==> src/design/air_sensor_frame_trimmed_mean_unit_macros.svh <==
// assertion macros shared by the frame averaging unit
`ifndef AIR_SENSOR_FRAME_TRIMMED_MEAN_UNIT_MACROS_SVH
`define AIR_SENSOR_FRAME_TRIMMED_MEAN_UNIT_MACROS_SVH

// implication checked out of reset
`define ASFM_ASSERT_IMP(lbl, ante, cons) \
  lbl: assert property (@(posedge clk) disable iff (!rst_n) (ante) |-> (cons)) \
    else $error("asfm check failed");

// next-cycle implication, also checked while in reset
`define ASFM_ASSERT_NXT(lbl, ante, cons) \
  lbl: assert property (@(posedge clk) (ante) |=> (cons)) \
    else $error("asfm check failed");

`endif

==> src/design/asfm_pkg.sv <==
// types and constants of the air sensor frame averaging unit
package asfm_pkg;

  localparam int CHANNELS   = 7;
  localparam int DATA_BYTES = 14;

  localparam logic [7:0] HDR_A    = 8'h3c;
  localparam logic [7:0] HDR_B    = 8'h02;
  localparam logic [7:0] SUM_SEED = 8'd62;

  localparam logic [1:0] ST_CSUM_FAIL = 2'd0;
  localparam logic [1:0] ST_WARMUP    = 2'd1;
  localparam logic [1:0] ST_FILLING   = 2'd2;
  localparam logic [1:0] ST_UPDATED   = 2'd3;

  typedef logic [15:0] sample_t;

  // one parsed frame; kind is a fail code or ST_FILLING for a frame to store
  typedef struct packed {
    logic [1:0]                 kind;
    logic [CHANNELS-1:0][15:0] vals;
  } frame_t;

  typedef struct packed {
    logic empty;
    logic full;
  } q_stat_t;

endpackage

==> src/design/asfm_front.sv <==
// byte parser: header hunt, data capture, checksum and warm-up classification
module asfm_front (
  input  logic                   clk,
  input  logic                   rst_n,
  input  logic                   accept,
  input  logic [7:0]             rx_byte,
  output logic                   push,
  output asfm_pkg::frame_t       frame
);

  localparam logic [1:0] PH_HUNT    = 2'd0;
  localparam logic [1:0] PH_HEADER  = 2'd1;
  localparam logic [1:0] PH_COLLECT = 2'd2;

  logic [1:0] phase_r;
  logic [3:0] idx_r;
  logic [7:0] csum_r;
  logic [7:0] bytes_r [asfm_pkg::DATA_BYTES];
  logic       last_byte;
  logic       warmup;

  assign last_byte = (idx_r == 4'(asfm_pkg::DATA_BYTES));
  assign push      = accept && (phase_r == PH_COLLECT) && last_byte;

  always_comb begin
    for (int c = 0; c < 5; c++) begin
      frame.vals[c] = {bytes_r[2*c], bytes_r[2*c+1]};
    end
    // byte times ten as two shifts
    frame.vals[5] = {5'd0, bytes_r[10], 3'd0} + {7'd0, bytes_r[10], 1'b0}
                  + {8'd0, bytes_r[11]};
    frame.vals[6] = {5'd0, bytes_r[12], 3'd0} + {7'd0, bytes_r[12], 1'b0}
                  + {8'd0, bytes_r[13]};
    warmup = (frame.vals[0] == 16'd0) && (frame.vals[1] == 16'd0)
          && (frame.vals[2] == 16'd0);
    if (warmup) begin
      frame.kind = asfm_pkg::ST_WARMUP;
    end else if (csum_r != rx_byte) begin
      frame.kind = asfm_pkg::ST_CSUM_FAIL;
    end else begin
      frame.kind = asfm_pkg::ST_FILLING;
    end
  end

  always_ff @(posedge clk) begin
    if (accept && phase_r == PH_COLLECT && !last_byte) begin
      bytes_r[idx_r] <= rx_byte;
    end
  end

  always_ff @(posedge clk) begin
    if (!rst_n) begin
      phase_r <= PH_HUNT;
      idx_r   <= 4'd0;
      csum_r  <= 8'd0;
    end else if (accept) begin
      case (phase_r)
        PH_HUNT: begin
          if (rx_byte == asfm_pkg::HDR_A) phase_r <= PH_HEADER;
        end
        PH_HEADER: begin
          if (rx_byte == asfm_pkg::HDR_B) begin
            phase_r <= PH_COLLECT;
            idx_r   <= 4'd0;
            csum_r  <= asfm_pkg::SUM_SEED;
          end else begin
            phase_r <= PH_HUNT;
          end
        end
        PH_COLLECT: begin
          if (!last_byte) begin
            csum_r <= csum_r + rx_byte;
            idx_r  <= idx_r + 4'd1;
          end else begin
            phase_r <= PH_HUNT;
            idx_r   <= 4'd0;
          end
        end
        default: begin
          phase_r <= PH_HUNT;
        end
      endcase
    end
  end

endmodule

==> src/design/asfm_queue.sv <==
// two-entry frame queue between parser and averaging engine
module asfm_queue (
  input  logic                clk,
  input  logic                rst_n,
  input  logic                push,
  input  asfm_pkg::frame_t    push_data,
  input  logic                pop,
  output asfm_pkg::frame_t    head,
  output asfm_pkg::q_stat_t   stat
);

  asfm_pkg::frame_t mem_r [2];
  logic             wr_r;
  logic             rd_r;
  logic [1:0]       cnt_r;

  assign head       = mem_r[rd_r];
  assign stat.empty = (cnt_r == 2'd0);
  assign stat.full  = (cnt_r == 2'd2);

  always_ff @(posedge clk) begin
    if (push) mem_r[wr_r] <= push_data;
  end

  always_ff @(posedge clk) begin
    if (!rst_n) begin
      wr_r  <= 1'b0;
      rd_r  <= 1'b0;
      cnt_r <= 2'd0;
    end else begin
      if (push) wr_r <= ~wr_r;
      if (pop)  rd_r <= ~rd_r;
      case ({push, pop})
        2'b10:   cnt_r <= cnt_r + 2'd1;
        2'b01:   cnt_r <= cnt_r - 2'd1;
        default: cnt_r <= cnt_r;
      endcase
    end
  end

endmodule

==> src/design/asfm_back.sv <==
// averaging engine: history shift, lane-parallel trimmed sum and reciprocal divide
module asfm_back #(
  parameter int HISTORY_DEPTH = 7
) (
  input  logic                                         clk,
  input  logic                                         rst_n,
  input  asfm_pkg::frame_t                             head,
  input  asfm_pkg::q_stat_t                            q_stat,
  output logic                                         pop,
  input  logic                                         out_stall,
  output logic                                         out_valid,
  output logic [1:0]                                   out_status,
  output logic [asfm_pkg::CHANNELS-1:0][15:0]          out_avg
);

  localparam int CH      = asfm_pkg::CHANNELS;
  localparam int SUM_W   = 16 + $clog2(HISTORY_DEPTH);
  localparam int CNT_W   = $clog2(HISTORY_DEPTH);
  localparam int FILL_W  = $clog2(HISTORY_DEPTH + 1);
  localparam int DIVISOR = HISTORY_DEPTH - 2;
  // floor(n / DIVISOR) equals (n * RECIP) >> DIV_SH for every n below 2**SUM_W
  localparam int DIV_SH  = SUM_W + $clog2(DIVISOR);
  localparam int MUL_W   = SUM_W + 1;
  localparam int PROD_W  = SUM_W + MUL_W;
  localparam logic [MUL_W-1:0] RECIP =
    MUL_W'(((64'd1 << DIV_SH) + 64'(DIVISOR) - 64'd1) / 64'(DIVISOR));

  localparam logic [2:0] B_IDLE = 3'd0;
  localparam logic [2:0] B_ACC  = 3'd1;
  localparam logic [2:0] B_TRIM = 3'd2;
  localparam logic [2:0] B_DIV  = 3'd3;
  localparam logic [2:0] B_DONE = 3'd4;

  logic [2:0]        state_r;
  logic [CNT_W-1:0]  step_r;
  logic [FILL_W-1:0] fill_r;
  logic [FILL_W-1:0] fill_nxt;
  logic [1:0]        status_r;
  logic              out_valid_r;
  logic [1:0]        out_status_r;
  logic              out_free;
  logic              out_load;

  logic [15:0]       hist_r [CH][HISTORY_DEPTH];
  logic [SUM_W-1:0]  sum_r  [CH];
  logic [15:0]       hi_r   [CH];
  logic [15:0]       lo_r   [CH];
  logic [SUM_W-1:0]  num_r  [CH];
  logic [15:0]       avg_r  [CH];
  logic [PROD_W-1:0] prod   [CH];

  assign pop        = (state_r == B_IDLE) && !q_stat.empty;
  assign out_free   = !out_valid_r || !out_stall;
  assign out_load   = (state_r == B_DONE) && out_free;
  assign out_valid  = out_valid_r;
  assign out_status = out_status_r;
  assign fill_nxt   = (fill_r < FILL_W'(HISTORY_DEPTH)) ? fill_r + 1'b1 : fill_r;

  always_comb begin
    for (int c = 0; c < CH; c++) begin
      out_avg[c] = avg_r[c];
      prod[c]    = PROD_W'(num_r[c]) * PROD_W'(RECIP);
    end
  end

  // history: shift in on store, rotate once per cycle while accumulating
  always_ff @(posedge clk) begin
    if ((pop && head.kind == asfm_pkg::ST_FILLING) || state_r == B_ACC) begin
      for (int c = 0; c < CH; c++) begin
        for (int i = HISTORY_DEPTH - 1; i > 0; i--) begin
          hist_r[c][i] <= hist_r[c][i-1];
        end
        hist_r[c][0] <= (state_r == B_ACC) ? hist_r[c][HISTORY_DEPTH-1] : head.vals[c];
      end
    end
  end

  // lane datapath
  always_ff @(posedge clk) begin
    for (int c = 0; c < CH; c++) begin
      case (state_r)
        B_ACC: begin
          if (step_r == '0) begin
            sum_r[c] <= SUM_W'(hist_r[c][HISTORY_DEPTH-1]);
            hi_r[c]  <= hist_r[c][HISTORY_DEPTH-1];
            lo_r[c]  <= hist_r[c][HISTORY_DEPTH-1];
          end else begin
            sum_r[c] <= sum_r[c] + SUM_W'(hist_r[c][HISTORY_DEPTH-1]);
            if (hist_r[c][HISTORY_DEPTH-1] > hi_r[c]) hi_r[c] <= hist_r[c][HISTORY_DEPTH-1];
            if (hist_r[c][HISTORY_DEPTH-1] < lo_r[c]) lo_r[c] <= hist_r[c][HISTORY_DEPTH-1];
          end
        end
        B_TRIM: begin
          num_r[c] <= sum_r[c] - SUM_W'(hi_r[c]) - SUM_W'(lo_r[c]);
        end
        B_DIV: begin
          // quotient always fits 16 bits since the trimmed sum has DIVISOR terms
          num_r[c] <= SUM_W'(prod[c][DIV_SH +: 16]);
        end
        default: begin
        end
      endcase
    end
  end

  always_ff @(posedge clk) begin
    if (!rst_n) begin
      state_r      <= B_IDLE;
      step_r       <= '0;
      fill_r       <= '0;
      status_r     <= asfm_pkg::ST_CSUM_FAIL;
      out_valid_r  <= 1'b0;
      out_status_r <= asfm_pkg::ST_CSUM_FAIL;
      for (int c = 0; c < CH; c++) avg_r[c] <= 16'd0;
    end else begin
      if (out_valid_r && !out_stall && !out_load) out_valid_r <= 1'b0;
      case (state_r)
        B_IDLE: begin
          if (pop) begin
            step_r <= '0;
            if (head.kind == asfm_pkg::ST_FILLING) begin
              fill_r <= fill_nxt;
              if (fill_nxt == FILL_W'(HISTORY_DEPTH)) begin
                status_r <= asfm_pkg::ST_UPDATED;
                state_r  <= B_ACC;
              end else begin
                status_r <= asfm_pkg::ST_FILLING;
                state_r  <= B_DONE;
              end
            end else begin
              status_r <= head.kind;
              state_r  <= B_DONE;
            end
          end
        end
        B_ACC: begin
          if (step_r == CNT_W'(HISTORY_DEPTH - 1)) begin
            state_r <= B_TRIM;
          end else begin
            step_r <= step_r + 1'b1;
          end
        end
        B_TRIM: begin
          step_r  <= '0;
          state_r <= B_DIV;
        end
        B_DIV: begin
          state_r <= B_DONE;
        end
        B_DONE: begin
          if (out_load) begin
            out_valid_r  <= 1'b1;
            out_status_r <= status_r;
            if (status_r == asfm_pkg::ST_UPDATED) begin
              for (int c = 0; c < CH; c++) avg_r[c] <= num_r[c][15:0];
            end
            state_r <= B_IDLE;
          end
        end
        default: begin
          state_r <= B_IDLE;
        end
      endcase
    end
  end

endmodule

==> src/design/air_sensor_frame_trimmed_mean_unit.sv <==
// air sensor frame parser with trimmed-mean averaging, top level
// throughput: one byte item per cycle; in_stall rises only when both queue slots hold frames
// path: a status 0, 1 or 2 report passes the queue, the engine's pop in idle and the output load
// status 3 adds the history pass, trim and reciprocal divide before the output load
// synchronous active-low reset clears parser, queue, fill count and averages to zero
// sample history is not cleared; the fill count keeps unwritten entries out of the averages
module air_sensor_frame_trimmed_mean_unit #(
  parameter int HISTORY_DEPTH = 7
) (
  input  logic        clk,
  input  logic        rst_n,
  input  logic        in_valid,
  output logic        in_stall,
  input  logic [7:0]  in_rx_byte,
  output logic        out_valid,
  input  logic        out_stall,
  output logic [1:0]  out_frame_status,
  output logic [15:0] out_avg_co2,
  output logic [15:0] out_avg_formaldehyde,
  output logic [15:0] out_avg_voc,
  output logic [15:0] out_avg_fine_dust,
  output logic [15:0] out_avg_coarse_dust,
  output logic [11:0] out_avg_temperature,
  output logic [11:0] out_avg_humidity
);

  `include "air_sensor_frame_trimmed_mean_unit_macros.svh"

  logic                                  in_accept;
  logic                                  fr_push;
  asfm_pkg::frame_t                      fr_frame;
  asfm_pkg::frame_t                      q_head;
  asfm_pkg::q_stat_t                     q_stat;
  logic                                  bk_pop;
  logic [asfm_pkg::CHANNELS-1:0][15:0]   avg;

  assign in_stall  = q_stat.full;
  assign in_accept = in_valid && !in_stall;

  asfm_front u_front (
    .clk     (clk),
    .rst_n   (rst_n),
    .accept  (in_accept),
    .rx_byte (in_rx_byte),
    .push    (fr_push),
    .frame   (fr_frame)
  );

  asfm_queue u_queue (
    .clk       (clk),
    .rst_n     (rst_n),
    .push      (fr_push),
    .push_data (fr_frame),
    .pop       (bk_pop),
    .head      (q_head),
    .stat      (q_stat)
  );

  asfm_back #(
    .HISTORY_DEPTH (HISTORY_DEPTH)
  ) u_back (
    .clk        (clk),
    .rst_n      (rst_n),
    .head       (q_head),
    .q_stat     (q_stat),
    .pop        (bk_pop),
    .out_stall  (out_stall),
    .out_valid  (out_valid),
    .out_status (out_frame_status),
    .out_avg    (avg)
  );

  assign out_avg_co2          = avg[0];
  assign out_avg_formaldehyde = avg[1];
  assign out_avg_voc          = avg[2];
  assign out_avg_fine_dust    = avg[3];
  assign out_avg_coarse_dust  = avg[4];
  assign out_avg_temperature  = avg[5][11:0];
  assign out_avg_humidity     = avg[6][11:0];

  `ASFM_ASSERT_IMP(a_no_push_full, fr_push, !q_stat.full)
  `ASFM_ASSERT_IMP(a_no_pop_empty, bk_pop, !q_stat.empty)
  `ASFM_ASSERT_NXT(a_reset_out_idle, !rst_n, !out_valid)

endmodule

==> config.mk <==
export PLATFORM = sky130hd
export DESIGN_NAME = air_sensor_frame_trimmed_mean_unit
export DESIGN_NICKNAME = d
export VERILOG_FILES = /design/src/design/asfm_pkg.sv /design/src/design/asfm_front.sv /design/src/design/asfm_queue.sv /design/src/design/asfm_back.sv /design/src/design/air_sensor_frame_trimmed_mean_unit.sv
export VERILOG_INCLUDE_DIRS = /design/src /design/src/design
export SDC_FILE = /design/constraint.sdc
export NUM_CORES = 2
export LEC_CHECK = 0
export BUFFER_PORTS_ARGS = -buffer_cell sky130_fd_sc_hd__buf_2
export CORE_MARGIN = 2
export CORE_UTILIZATION = 50
export DETAILED_ROUTE_END_ITERATION = 7
export PLACE_DENSITY_LB_ADDON = 0.3
export REMOVE_ABC_BUFFERS = 1
export SYNTH_ARGS = -nofsm -noshare
export SYNTH_HDL_FRONTEND = slang
export SYNTH_SLANG_ARGS = --single-unit
export TNS_END_PERCENT = 5
==> constraint.sdc <==
create_clock -name clk -period 168.7 [get_ports clk]
set_input_delay 25.305 -clock clk [delete_from_list [all_inputs] [get_ports clk]]
set_output_delay 25.305 -clock clk [all_outputs]
set_load 0.05 [all_outputs]
# --- After elaboration in Yosys (flattened, before gate mapping) ---
# Memories as Yosys holds them, arrays and structs flattened. A register that Yosys moved wholly into a read port is not among the register bits.
# Cells that the tools add are included.
classes:
  add_sub_neg: 31
  eq_ne: 25
  n_reduce_logical: 37
  n_mux: 150
  bitwise: 37
  n_lt_le_gt_ge: 15
  multipliers: 7
op_table:
  columns: ["op", "n"]
  rows:
  - ["$mux W16", 28]
  - ["$mul A19 B20 Y38 const B", 7]
  - ["$mux W19", 14]
  - ["$sub A19 B16 Y19", 14]
  - ["$add A19 B16 Y19", 7]
  - ["$gt A16 B16 Y1", 7]
  - ["$lt A16 B16 Y1", 7]
  - ["$mux W1", 84]
  - ["$logic_not A16 Y1", 3]
  - ["$or A1 B1 Y1", 35]
  - ["$add A16 B8 Y16", 2]
  - ["$add A11 B9 Y12", 2]
  - ["$mux W3", 8]
  - ["$mux W8", 2]
  - ["$pmux W8 S2", 1]
  - ["$pmux W3 S5", 1]
  - ["$reduce_and A3 Y1", 5]
  - ["$mux W2", 6]
  - ["$logic_and A1 B1 Y1", 11]
  - ["$eq A2 B2 Y1 const B", 5]
  - ["$ne A2 B1 Y1 const B", 5]
  - ["$eq A3 B3 Y1 const B", 3]
  - ["$pmux W3 S3", 1]
  - ["$add A8 B8 Y8", 1]
  - ["26 further kinds", 43]
word_totals:
  ff_bits: 32
  out_inout_bits: 108
  in_bits: 12
  elab_cells: 322
  ramBits: 1726
  mem_count: 8
mem_list:
  columns: ["name", "words", "word_bits", "read_ports", "rd_ports_with_merged_regs", "write_ports", "line", "rtl"]
  rows:
  - ["u_back.hist_r", 7, 112, 7, 0, 7, "asfm_back.sv:44", "logic [15:0] hist_r [CH][HISTORY_DEPTH];"]
  - ["u_queue.mem_r", 2, 114, 1, 1, 1, "asfm_queue.sv:12", "asfm_pkg::frame_t mem_r [2];"]
  - ["u_back.num_r", 7, 19, 7, 0, 7, "asfm_back.sv:48", "logic [SUM_W-1:0] num_r [CH];"]
  - ["u_back.sum_r", 7, 19, 7, 0, 7, "asfm_back.sv:45", "logic [SUM_W-1:0] sum_r [CH];"]
  - ["u_back.avg_r", 7, 16, 7, 0, 7, "asfm_back.sv:49", "logic [15:0] avg_r [CH];"]
  - ["u_back.hi_r", 7, 16, 7, 0, 7, "asfm_back.sv:46", "logic [15:0] hi_r [CH];"]
  - ["2 more memories", null, null, null, null, null, null, null]

# --- Longest topological paths before layout ---
depth:
  ltp_word: 8
  mapped_depth: 24
  ltp_nobuf: 24

# --- Cells and area by module ---
# Synthesis repeated with hierarchy kept, for this count alone.
hier_totals:
  hier_cells: 9332
  area_unflattened_um2: 114873.9
by_module_without_submodules:
  columns: ["module", "instances", "seq_area_each_um2", "cells_per_inst", "area_each_um2"]
  rows:
  - ["asfm_back", 1, 41870.2, 8563, 100754.1]
  - ["asfm_queue", 1, 6946.7, 377, 8480.6]
  - ["asfm_front", 1, 3643.5, 391, 5625.4]
  - ["air_sensor_frame_trimmed_mean_unit", 1, 0.0, 1, 13.8]

# --- Worst setup path before layout ---
# OpenSTA, ideal clock, no wires.
synth_path:
  kind: "register to register"
  from: "register u_back.state_r[0]"
  to: "memory u_back.hist_r[0][0] (netlist bit), enable pin"
  synth_period_minus_slack_ps: 58875
  setup_slack_ps: 109825
  required_time_ps: 165679
  path_buffers: 1
  stages_incl_launch_ff: 5
  setup_time_ps: 3021
  t_arrival_ps: 55854
  cell_sequence: "dfxtp_1 -> clkbuf_1 -> nor4_1 -> inv_1 -> o21ai_0"
synth_rtl:
  columns: ["item", "line", "rtl"]
  rows:
  - ["from (decl)", "asfm_back.sv:34", "logic [2:0] state_r;"]
  - ["from (signal assigned)", "asfm_back.sv:108", "state_r <= B_IDLE;"]
  - ["from (signal assigned)", "asfm_back.sv:125", "state_r <= B_ACC;"]
  - ["from (signal assigned)", "asfm_back.sv:128", "state_r <= B_DONE;"]
  - ["to (decl)", "asfm_back.sv:44", null]

# --- Final worst setup path ---
layout_path:
  from: "input in_valid"
  to: "memory u_queue.mem_r[0][12] (netlist bit), enable pin"
layout_via:
  elab_chain_len: 5
layout_lines:
  columns: ["item", "line", "rtl"]
  rows:
  - ["from (decl)", "air_sensor_frame_trimmed_mean_unit.sv:12", "input logic in_valid,"]
  - ["$logic_and A1 B1 Y1", "air_sensor_frame_trimmed_mean_unit.sv:38", "assign in_accept = in_valid && !in_stall;"]
  - ["$logic_and A1 B1 Y1 (2 in a row)", "asfm_front.sv:23", "assign push = accept && (phase_r == PH_COLLECT) && last_byte;"]
  - ["$mux W1", "asfm_queue.sv:22", "if (push) mem_r[wr_r] <= push_data;"]
  - ["$mux W1 (implied by the code)", "asfm_queue.sv:22", null]
  - ["to (decl)", "asfm_queue.sv:12", null]
# Every way passes these cells.

==> out/qor.csv <==
metric;value;unit
antenna_left;0;
regArea;51900;sq um
timing.setup.tns;0;ns
die_w;479;um
pre_cts_slack;139.84;ns
synth_warnings;0;
insertion_delay;0.85;ns
setup_viol;0;
nNetsFinal;11607;
cts_buffers;185;
path_max_fanout;72;
required;169.17;ns
cts_sinks;1739;
multi_input_area;53900;sq um
grt_max_degree;207;
htreeDepth;4;
layout-drive-gt1-share;0.0561;
hold_path.class;reg2reg;
antenna_found_initial;13;
cts_hold_buf;0;
cts_tree;built;
wl_per_cell;19.0;um
clk_pin_slew;0.06;ns
slew_violations;0;
synthesis.area;113000;sq um
die_h;479;um
cts_resized;0;
path_class;in2reg;
grt_pass1_wl;381;mm
grtUsageMet1;0.290;
globalplace.congestion;0.916;
first_pass_iters;6;
grt_pass1_vias;70044;
cp-start-kind;primary input;
clock.fmax;0.0358;GHz
cts_setup_buffers;0;
areaGrowthSynthToFinish;9.53;%
row_count;174;
final_cell_mix;inv_1, edfxtp_1, ha_1, fa_1, nand2_1;
synth-main-ff-cell;edfxtp_1;
io_buffers;119;
power_density;7.56;nW/um^2
yosysSeqAreaShare;0.460;
dr.first_iter.drc_count;4293;
syn_inst;9121;
cp.arrival;28.39;ns
via_per_inst;5.33;
busiest_layer;met2;
ir_worst_vdd;7.67;uV
grt_usage;0.210;
finalHoldViolCount;0;
p_leak;53.2;nW
skew;0.0537;ns
cts_buffer_depth;3;
tightest_slew;1.14;ns
synth_edf_count;1703;
wl;238;mm
critPathCaptureType;flop;
start_util;0.502;
dp.final_hpwl;181;mm
fin_ws;140.78;ns
finalCriticalPeriod;27.92;ns
outcome;completed;
power;0.935;mW
met2_usage;0.348;
die_area;230000;sq um
gr-usage-met3;0.0306;
core;225000;sq um
nFillCells;18490;
max_cap_violations;0;
drc;0;
slew_headroom;0.237;
async_reset_ff_frac;0;
rsz0062_at_grt;false;
fin_crit_sh;0.166;
yosys_register_bits;1739;
worst_hold_slack;0.392;ns
ys_types;91;
io_pins;120;
grt_overflow;0;
vias;66614;
synth_area_per_cell;12.4;sq um
final_common_cell;inv_1;
clock-root-buffer;clkbuf_16;
-- critical path, stage by stage --
cell and delay [ns]:
buf_2 0.16, nor2b_1 0.55, nand3_1 0.41, nor2_4 0.95, buf_4 0.87
-- area by class of cell --
| class | count | share of cell area |
|---|---|---|
| diodes | 11 | 0.000223 |
| clock buffers | 219 | 0.0389 |
| clock inverters | 124 | 0.0124 |
| inverters | 1791 | 0.0545 |
| multi-input cells | 5464 | 0.436 |
| flip-flops and latches | 1739 | 0.420 |
| well taps | 2992 | 0.0303 |
| repair buffers | 164 | 0.00775 |
-- state kept, by name, summed over array words and instances, names as in the netlist, 2 cells and up, named ones only --
name               count
u_back.num_r         133
u_back.sum_r         133
u_back.avg_r         104
u_back.status_r        2
u_front.idx_r          4
u_back.lo_r          112
u_back.step_r          3
u_queue.mem_r        216
u_front.phase_r        2
u_back.hi_r          112
u_front.csum_r         8
u_back.hist_r        784
u_back.state_r         3
u_queue.cnt_r          2
u_front.bytes_r      112
u_back.out_status      2
-- metrics by stage --
stage,std cells,utilization,area [sq um]
2_1_floorplan,8994,-,112000
3_3_place_gp,12150,0.522,117000
3_5_place_dp,12150,0.522,117000
4_1_cts,12493,0.550,124000
5_1_grt,12500,0.550,124000
6_report,12504,0.550,124000
-- worst paths after layout --
check | slack [ns] | cells past startpoint | start | endpoint
worst max-delay path | 140.78 | 5 | in_valid | u_queue.mem_r[0][12]
worst min-delay path | 0.39 | 0 | u_back.hist_r[1][221] | u_back.hist_r[1][205]
worst max register to register | 161.74 | 21 | u_back.num_r[5][5] | u_back.num_r[5][10]
worst min register to register | 0.39 | 0 | u_back.hist_r[1][221] | u_back.hist_r[1][205]
-- power by group --
| group | internal (mW) | leakage [nW] | switching (mW) |
|---|---|---|---|
| combinational | 0.0174 | 34.5 | 0.0275 |
| clock | 0.244 | 3.06 | 0.177 |
| sequential | 0.469 | 15.6 | 0.000400 |
| total | 0.730 | 53.2 | 0.205 |
-- per-layer routing --
metal | vias to the layer above | wire length, um
met5 | - | 67
met4 | 10 | 5830
met2 | 1263 | 114000
li1 | 31899 | -
met3 | 296 | 10600
met1 | 33146 | 107000
-- cell usage after synthesis, types with 48 or more instances --
| cell | number | share of area |
|---|---|---|
| a21o_1 | 166 | 0.011 |
| a21oi_1 | 356 | 0.016 |
| and2_1 | 73 | 0.0040 |
| clkbuf_1 | 107 | 0.0036 |
| edfxtp_1 | 1703 | 0.45 |
| fa_1 | 817 | 0.14 |
| ha_1 | 1433 | 0.16 |
| inv_1 | 1790 | 0.060 |
| mux2i_1 | 124 | 0.011 |
| nand2_1 | 452 | 0.015 |
| nand2b_1 | 48 | 0.0027 |
| nand3_1 | 70 | 0.0031 |
| nand4_1 | 60 | 0.0033 |
| nor2_1 | 271 | 0.0090 |
| nor2b_1 | 84 | 0.0047 |
| nor3_1 | 110 | 0.0049 |
| o21a_1 | 58 | 0.0039 |
| o21ai_0 | 420 | 0.019 |
| o31ai_1 | 61 | 0.0041 |
| xnor2_1 | 214 | 0.017 |
| xor2_1 | 111 | 0.0086 |
-- cell families (layout without fill, tap and decap cells) --
group | Yosys count | in the layout | synth area share
muxes | 127 | 127 | 0.0113
buffers and inverters | 1921 | 2298 | 0.0639
and+or+nand+nor | 1347 | 1347 | 0.0579
other | 1 | 15 | 0.0000332
AOI/OAI and AO/OA | 1411 | 1411 | 0.0784
adders and majority gates | 2250 | 2250 | 0.304
DFF | 1739 | 1739 | 0.460
xor gates and xnor gates | 325 | 325 | 0.0252
(Power assumes the default switching activity.)
